$ cat src/sv/pms_pkg.sv
// Shared types and constants for the PN multipath separator.
// No dependencies; imported by every module of the block.
package pms_pkg;

	// Store word: Q8 sample that grows through path subtraction
	localparam int SAMPLE_W   = 40;
	localparam int Q_FRAC     = 8;
	localparam int Q_ONE      = 256;
	localparam int THR_W      = 24;
	localparam int DELAY_W    = 11;
	localparam int AMP_W      = 32;
	localparam int RESULT_CAP = 16;

	// Chip generator: 11-cell feedback register, taps 6, 9 and 10
	localparam int          LFSR_W    = 11;
	localparam logic [10:0] LFSR_SEED = 11'h001;

	localparam logic [AMP_W-1:0] AMP_MAX = 32'h7FFF_FFFF;

	typedef struct packed {
		logic signed [15:0] sample;
		logic               last_sample;
	} item_t;

	typedef struct packed {
		logic [DELAY_W-1:0]      path_delay;
		logic signed [AMP_W-1:0] path_amplitude;
		logic                    path_found;
		logic                    last_path;
	} result_t;

	// Control broadcast to every correlator cell
	typedef struct packed {
		logic clr;
		logic step;
		logic shift;
	} cell_ctrl_t;

	// One step of the chip generator; the chip is bit 10 before the step
	function automatic logic [LFSR_W-1:0] lfsr_next(input logic [LFSR_W-1:0] s);
		return {s[9:0], s[6] ^ s[9] ^ s[10]};
	endfunction

endpackage

$ cat src/sv/pms_div.sv
// Division by a fixed divisor through reciprocal multiplication.
// Depends on pms_pkg for the shared import style only.
module pms_div
	import pms_pkg::*;
#(
	parameter int DW      = 51,
	parameter int DIVISOR = 1023
) (
	input  logic          clk,
	input  logic          arst_n,
	input  logic          start,
	input  logic [DW-1:0] dividend,
	output logic          done,
	output logic [DW-1:0] quotient
);

	// q = (x * RECIP) >> SH is exact for every x below 2^DW
	localparam int           SH    = DW + $clog2(DIVISOR);
	localparam logic [127:0] RECIP = ((128'd1 << SH) + 128'(DIVISOR - 1)) / 128'(DIVISOR);
	// product built from CH x CH partial products, one per cycle
	localparam int           CH    = 27;
	localparam int           NX    = (DW + CH - 1) / CH;
	localparam int           NM    = (DW + 2 + CH - 1) / CH;
	localparam int           XPW   = NX * CH;
	localparam int           MPW   = NM * CH;
	localparam int           PWD   = XPW + MPW;
	localparam int           XIW   = $clog2(NX + 1);
	localparam int           MIW   = $clog2(NM + 1);

	logic [XPW-1:0]  x_q;
	logic [MPW-1:0]  recip_w;
	logic [PWD-1:0]  acc_q;
	logic [XIW-1:0]  ix_q;
	logic [MIW-1:0]  im_q;
	logic            run_q;
	logic            done_q;
	logic            last_dig;
	logic [CH-1:0]   x_dig;
	logic [CH-1:0]   m_dig;
	logic [2*CH-1:0] part;

	assign recip_w  = RECIP[MPW-1:0];
	assign x_dig    = x_q[ix_q*CH +: CH];
	assign m_dig    = recip_w[im_q*CH +: CH];
	assign part     = x_dig * m_dig;
	assign last_dig = (ix_q == XIW'(NX - 1)) && (im_q == MIW'(NM - 1));
	assign done     = done_q;
	assign quotient = DW'(acc_q >> SH);

	// partial product sequencing
	always_ff @(posedge clk or negedge arst_n) begin
		if (!arst_n) begin
			run_q  <= 1'b0;
			done_q <= 1'b0;
			ix_q   <= '0;
			im_q   <= '0;
		end else begin
			done_q <= run_q && !start && last_dig;
			if (start) begin
				run_q <= 1'b1;
				ix_q  <= '0;
				im_q  <= '0;
			end else if (run_q) begin
				if (im_q == MIW'(NM - 1)) begin
					im_q <= '0;
					ix_q <= ix_q + 1'b1;
				end else begin
					im_q <= im_q + 1'b1;
				end
				if (last_dig) begin
					run_q <= 1'b0;
				end
			end
		end
	end

	// accumulate each shifted partial product
	always_ff @(posedge clk) begin
		if (start) begin
			x_q   <= XPW'(dividend);
			acc_q <= '0;
		end else if (run_q) begin
			acc_q <= acc_q + (PWD'(part) << ((ix_q + im_q) * CH));
		end
	end

endmodule

$ cat config.mk
export PLATFORM = sky130hd
export DESIGN_NAME = pms_div
export DESIGN_NICKNAME = d
export VERILOG_FILES = /design/src/sv/pms_pkg.sv /design/src/sv/pms_div.sv
export SDC_FILE = /design/constraint.sdc
export NUM_CORES = 1
export LEC_CHECK = 0
export BUFFER_PORTS_ARGS = -buffer_cell sky130_fd_sc_hd__buf_2
export CELL_PAD_IN_SITES_DETAIL_PLACEMENT = 0
export CELL_PAD_IN_SITES_GLOBAL_PLACEMENT = 1
export CORE_MARGIN = 5
export CORE_UTILIZATION = 35
export DETAILED_ROUTE_END_ITERATION = 8
export PLACE_DENSITY_LB_ADDON = 0.3
export SLEW_MARGIN = 20
export SYNTH_ARGS = -nofsm -noshare
export SYNTH_HDL_FRONTEND = slang
export SYNTH_SLANG_ARGS = --single-unit
$ cat constraint.sdc
create_clock -name clk -period 14 [get_ports clk]
set_input_delay 1.4 -clock clk [delete_from_list [all_inputs] [get_ports clk]]
set_output_delay 1.4 -clock clk [all_outputs]
set_load 0.1 [all_outputs]
==> flow_metrics.env, run 1 <==
export IMPL_yosys_warnings=0
export IMPL_clock_root_buffer="clkbuf_16"
export IMPL_synth_avg_cell_area_um2=8.001
export IMPL_drt_initial_drc_count=1996
export IMPL_holdBufCountCts=0
export IMPL_seq_area_frac_synth=0.1410
export IMPL_tightest_slew_ns=1.077
export IMPL_synth_top_area_frac=0.1923
export IMPL_die_h_um=289.1
export IMPL_hold_ws_ns=0.4714
export IMPL_avgRoutedWirePerCell_um=21.94
export IMPL_grt_pass1_wl_um=146300
export IMPL_crit_fanout=24
export IMPL_status="finished clean"
export IMPL_clockBufferDepth=2
export IMPL_post_cts_setup_buffers=0
export IMPL_critical_path_buf_inv_count=5
export IMPL_synth_area_leader_cell="ha_1"
export IMPL_ys_ff_latch=165
export IMPL_core_region_area_um2=77340
export IMPL_critPathSlowestCell="a2111oi_0"
export IMPL_wl_met3_um=6688
export IMPL_gp_congestion=1.012
export IMPL_slew_headroom=0.2636
export IMPL_postLayoutCellArea_um2=28740
export IMPL_seq_area_um2=3849
export IMPL_rsz0062_at_grt="false"
export IMPL_tns_ns=0
export IMPL_vias=24740
export IMPL_routed_wl_um=95710
export IMPL_cap_violations=0
export IMPL_slew_viol_final=0
export IMPL_critical_path_top_delay_family="adder cells"
export IMPL_clk_latency_ns=0.52
export IMPL_netlist_area_um2=27270
export IMPL_min_period_ns=12.75
export IMPL_io_pins=106
export IMPL_cp_end_kind="flip-flop"
export IMPL_antenna_found_initial=0
export IMPL_post_cts_resized=0
export IMPL_worstPathArrival_ns=13.14
export IMPL_finalHoldViolations=0
export IMPL_multi_input_area_um2=21330
export IMPL_grt_pass1_vias=24510
export IMPL_finClkSkew_ns=0.02892
export IMPL_viasPerCell=5.673
export IMPL_grt_max_degree=68
export IMPL_hpwlAfterDp_um=79040
export IMPL_drt_pass1_iter_count=6
export IMPL_ys_types=104
export IMPL_fp_dieArea_um2=83590
export IMPL_antenna_left=0
export IMPL_rows=102
export IMPL_start_util=0.3526
export IMPL_htreeDepth=4
export IMPL_cts_tree="built"
export IMPL_critical_path_cell_count=40
export IMPL_synthCells=3408
export IMPL_cp_start_kind="flip-flop"
export IMPL_synthArstFlopShare=0.03636
export IMPL_hp_class="reg -> reg"
export IMPL_clkSlewWorstSetupHoldPaths_ns=0.08
export IMPL_period_share=0.9110
export IMPL_track_usage=0.2267
export IMPL_portBuffers=101
export IMPL_cts_made_buffers=17
export IMPL_yosys_top_cells_area="ha_1 19%, dfxtp_1 7.9%, fa_1 7.0%"
export IMPL_drc=0
export IMPL_dpl_cell_area_um2=28180
export IMPL_worst_setup_path_type="reg -> reg"
export IMPL_clock_sinks=165
export IMPL_area_growth_syn_to_layout_pct=5.387
export IMPL_hold_depth=2
export IMPL_highest_layer="met4"
export IMPL_overflow=0
export IMPL_nets=3879
export IMPL_synth_flop_cell="dfxtp_1"
export IMPL_final_fill_count=8294
export IMPL_slowest_delay_ns=0.97
export IMPL_wl_met1_um=45650
export IMPL_wl_met2_um=40620
export IMPL_diodes=0
export IMPL_reg2reg_depth=40
export IMPL_fmax_mhz=78.41
export IMPL_setup_viol=0
export IMPL_synth_edff_count=51
export IMPL_fp_dieW_um=289.1
export IMPL_required_ns=14.39
export IMPL_layout_drive_gt1_share=0.08308
-- layer usage --
metal,vias up,track usage
met3,128,0.05476
met1,11890,0.3190
li1,12020,-
met2,707,0.3444
met5,-,0
met4,0,0.06829
-- metrics by stage --
step	setup WS (ns)	util	cells
6_report	1.247	0.3716	4362
5_1_grt	0.6790	0.3716	4362
4_1_cts	1.405	0.3716	4362
3_5_place_dp	1.435	0.3644	4332
3_3_place_gp	1.409	0.3644	4332
2_1_floorplan	3.115	-	3411
-- layout make-up --
cell class / count / area share
Timing Repair Buffer: 130 / 0.02538
Clock buffer: 22 / 0.01689
Multi-Input combinational cell: 2738 / 0.7423
Clock inverter: 8 / 0.002351
Tap cell: 1040 / 0.04528
Sequential cell: 165 / 0.1339
Inverter: 259 / 0.03383
-- tightest hold or removal path, stage by stage, from the launching register on --
cell     delay, ns
dfxtp_1       0.32
nand2_1       0.06
a21oi_1       0.05
-- cells in the mapped netlist (21+ instances only) --
cell type and number:
clkbuf_1 161, nand2_1 275, o21bai_1 36, edfxtp_1 51
mux2i_1 168, buf_4 53, nor3_1 47, a31oi_1 34
o21a_1 41, xor2_1 57, o21ai_0 154, o22ai_1 35
mux2_2 30, nand4_1 64, a211oi_1 30, nand3_1 47
or2_2 22, fa_1 95, dfxtp_1 108, a21o_1 107
inv_1 256, a21oi_1 251, and3_1 32, nand2b_1 22
nor2b_1 24, nor2_1 337, mux4_2 21, ha_1 419
xnor2_1 86
-- final timing paths --
path / slack [ns] / start / to
worst min register to register: 0.47 / acc_q[4] / acc_q[4]
worst min-delay path: 0.47 / acc_q[4] / acc_q[4]
worst max register to register: 1.25 / im_q[0] / acc_q[107]
worst max-delay path: 1.25 / im_q[0] / acc_q[107]
max in group asynchronous: 13.07 / arst_n / run_q
min in group asynchronous: 0.73 / arst_n / done
-- layout by cell type, fill, tap and decap left out, drive strengths merged, types with 19 or more instances in the layout --
cell type    n
nand4       64
buf        130
nor3        49
and3        33
a21o       107
o21ai      170
nand2      275
ha         419
and2        24
or2         24
nor2       337
xnor2       86
fa          95
inv        260
a21oi      255
o21a        42
a31oi       34
mux2        34
o211ai      19
edfxtp      51
dfxtp      108
mux2i      168
o22ai       35
nor2b       24
clkbuf      22
xor2        57
mux4        22
o21bai      36
a211oi      32
nand2b      22
nand3       47
-- logic make-up after synthesis --
kind of cell | Yosys count | synth area share
buf+inv | 508 | 0.07837
compound gates | 909 | 0.2202
mux | 224 | 0.09430
flops | 165 | 0.1410
other cells | 1 | 0.0001375
fa+ha+maj | 514 | 0.2620
xor+xnor | 143 | 0.04593
simple gates | 944 | 0.1581
-- registers in the layout (all words and copies together), names as in the netlist --
| name | cells |
|---|---|
| acc_q | 108 |
| x_q | 51 |
| im_q | 2 |
| ix_q | 2 |
| done | 1 |
| run_q | 1 |
Power of run 1 is not shown: default switching activity piles up to over one toggle a cycle in this logic, so the estimate is an artifact.
==> run 2: changes to the inputs <==
--- a/config.mk
+++ b/config.mk
@@ -11,7 +11,7 @@
 export CORE_MARGIN = 5
 export CORE_UTILIZATION = 35
 export DETAILED_ROUTE_END_ITERATION = 8
-export PLACE_DENSITY_LB_ADDON = 0.3
+export PLACE_DENSITY = 0.71
 export SLEW_MARGIN = 20
 export SYNTH_ARGS = -nofsm -noshare
 export SYNTH_HDL_FRONTEND = slang
==> run 2 against run 1 <==
Cell count increased by 0.11%. Die area unchanged. Maximum frequency fell by 0.91%. Critical path depth shrank 3. Sequential cell count stayed put. Sequential share of layout area about the same. Worst hold slack gained 0.0092 ns. Clock-buffer cell count down 2. Critical endpoint unchanged.
==> flow_metrics.env, run 2 (synthesis results as in run 1) <==
export IMPL_period_share=0.9193
export IMPL_avgRoutedWirePerCell_um=22.02
export IMPL_top_regs="acc_q (108), x_q (51)"
export IMPL_start_util=0.3526
export IMPL_crit_fanout=24
export IMPL_tns_ns=0
export IMPL_critical_path_buf_inv_count=2
export IMPL_layout_drive_gt1_share=0.08391
export IMPL_overflow=0
export IMPL_critPathSlowestCell="a2111oi_0"
export IMPL_drc=0
export IMPL_nets=3881
export IMPL_viasPerCell=5.708
export IMPL_gp_congestion=0.9913
export IMPL_final_common_cell="ha_1"
export IMPL_r2r_start="im_q[0]"
export IMPL_cp_end_kind="flip-flop"
export IMPL_die_h_um=289.1
export IMPL_clk_latency_ns=0.52
export IMPL_rsz0062_at_grt="false"
export IMPL_required_ns=14.40
export IMPL_cap_violations=0
export IMPL_finClkSkew_ns=0.02093
export IMPL_multi_input_area_um2=21330
export IMPL_fmax_mhz=77.70
export IMPL_critical_path_top_delay_family="compound AO/OA/AOI/OAI gates"
export IMPL_io_pins=106
export IMPL_grt_pass1_vias=24350
export IMPL_track_usage=0.2273
export IMPL_final_fill_count=8292
export IMPL_cp_common_cell="mux2i_1"
export IMPL_hold_depth=2
export IMPL_tightest_slew_ns=1.079
export IMPL_post_cts_setup_buffers=0
export IMPL_vias=24930
export IMPL_status="finished clean"
export IMPL_routed_wl_um=96170
export IMPL_fp_dieArea_um2=83590
export IMPL_slowest_delay_ns=0.83
export IMPL_area_growth_syn_to_layout_pct=5.497
export IMPL_reg2reg_depth=37
export IMPL_hp_start="acc_q[4]"
export IMPL_hp_class="reg -> reg"
export IMPL_htreeDepth=4
export IMPL_clockBufferDepth=2
export IMPL_core_region_area_um2=77340
export IMPL_grt_pass1_wl_um=147500
export IMPL_grt_max_degree=60
export IMPL_worst_setup_path_type="reg -> reg"
export IMPL_clkSlewWorstSetupHoldPaths_ns=0.07
export IMPL_fp_dieW_um=289.1
export IMPL_slew_viol_final=0
export IMPL_layout_common_cells="417 x ha_1, 337 x nor2_1, 275 x nand2_1"
export IMPL_rows=102
export IMPL_cts_tree="built"
export IMPL_min_period_ns=12.87
export IMPL_hpwlAfterDp_um=79410
export IMPL_r2r_slack_ns=1.13
export IMPL_worstPathArrival_ns=13.27
export IMPL_min_to="acc_q[4]"
export IMPL_portBuffers=101
export IMPL_clock_root_buffer="clkbuf_16"
export IMPL_antenna_left=0
export IMPL_largest_reg_flops=108
export IMPL_slew_headroom=0.2733
export IMPL_drt_initial_drc_count=1998
export IMPL_seq_area_um2=3849
export IMPL_antenna_found_initial=3
export IMPL_r2r_end="acc_q[107]"
export IMPL_finalHoldViolations=0
export IMPL_cts_made_buffers=17
export IMPL_cp_start_kind="flip-flop"
export IMPL_clock_sinks=165
export IMPL_regMostFlops="acc_q"
export IMPL_setup_viol=0
export IMPL_holdBufCountCts=0
export IMPL_post_cts_resized=0
export IMPL_drt_pass1_iter_count=7
## run 2: cell count changes in the layout (fill, tap and decap cells not counted), sizes merged
| cell | delta |
|---|---|
| buf | +2 |
| clkbuf | -2 |
| diode | +2 |
| bufinv | +1 |
| clkinvlp | +1 |
| inv | +1 |
## run 2: stage by stage
step,hold slack [ns],cells,worst slack [ns],utilization,instance area (µm²)
after floorplan,0.4315,3411,3.115,-,27280
after global placement,0.4553,4334,1.515,0.3646,28200
after detailed placement,0.4676,4334,1.386,0.3646,28200
after CTS,0.4779,4365,1.357,0.3719,28760
after global routing,0.4885,4365,0.3868,0.3719,28760
final,0.4807,4367,1.130,0.3720,28770
## run 2: how the worst max path moves through the flow
| stage | start | to | slack, ns | cells past startpoint |
|---|---|---|---|---|
| after floorplan | ix_q[0] | acc_q[107] | 3.12 | 44 |
| after global placement | im_q[0] | acc_q[107] | 1.51 | 40 |
| after detailed placement | im_q[0] | acc_q[107] | 1.39 | 40 |
| after CTS | im_q[0] | acc_q[107] | 1.36 | 40 |
| after global routing | im_q[0] | acc_q[107] | 0.39 | 39 |
| final | im_q[0] | acc_q[107] | 1.13 | 37 |
## run 2: routing by layer
layer	routed length [µm]	vias to the layer above	track usage
met5	13	-	0
li1	-	12040	-
met1	45890	12050	0.3237
met2	42370	719	0.3550
met3	5523	123	0.03879
met4	2370	2	0.06313
## run 2: worst reg2reg max path, delay by kind of cell, from the launching register on
kind                       cells  cell delay, ns
AOI/OAI and AO/OA              9            3.69
adders and majority gates      8            3.62
buffers and inverters          2            0.09
DFF                            1            0.47
muxes                          6            1.59
and+or+nand+nor               12            3.32
## run 2: final cells by class
class,instances,share of cell area
antenna,2,0.0001740
clock buffer,20,0.01553
clock inverter,11,0.004045
inverter,259,0.03380
multi-input combinational,2738,0.7416
sequential,165,0.1338
tap,1040,0.04524
timing repair buffer,132,0.02588
Power of run 2 is left out for the same reason.
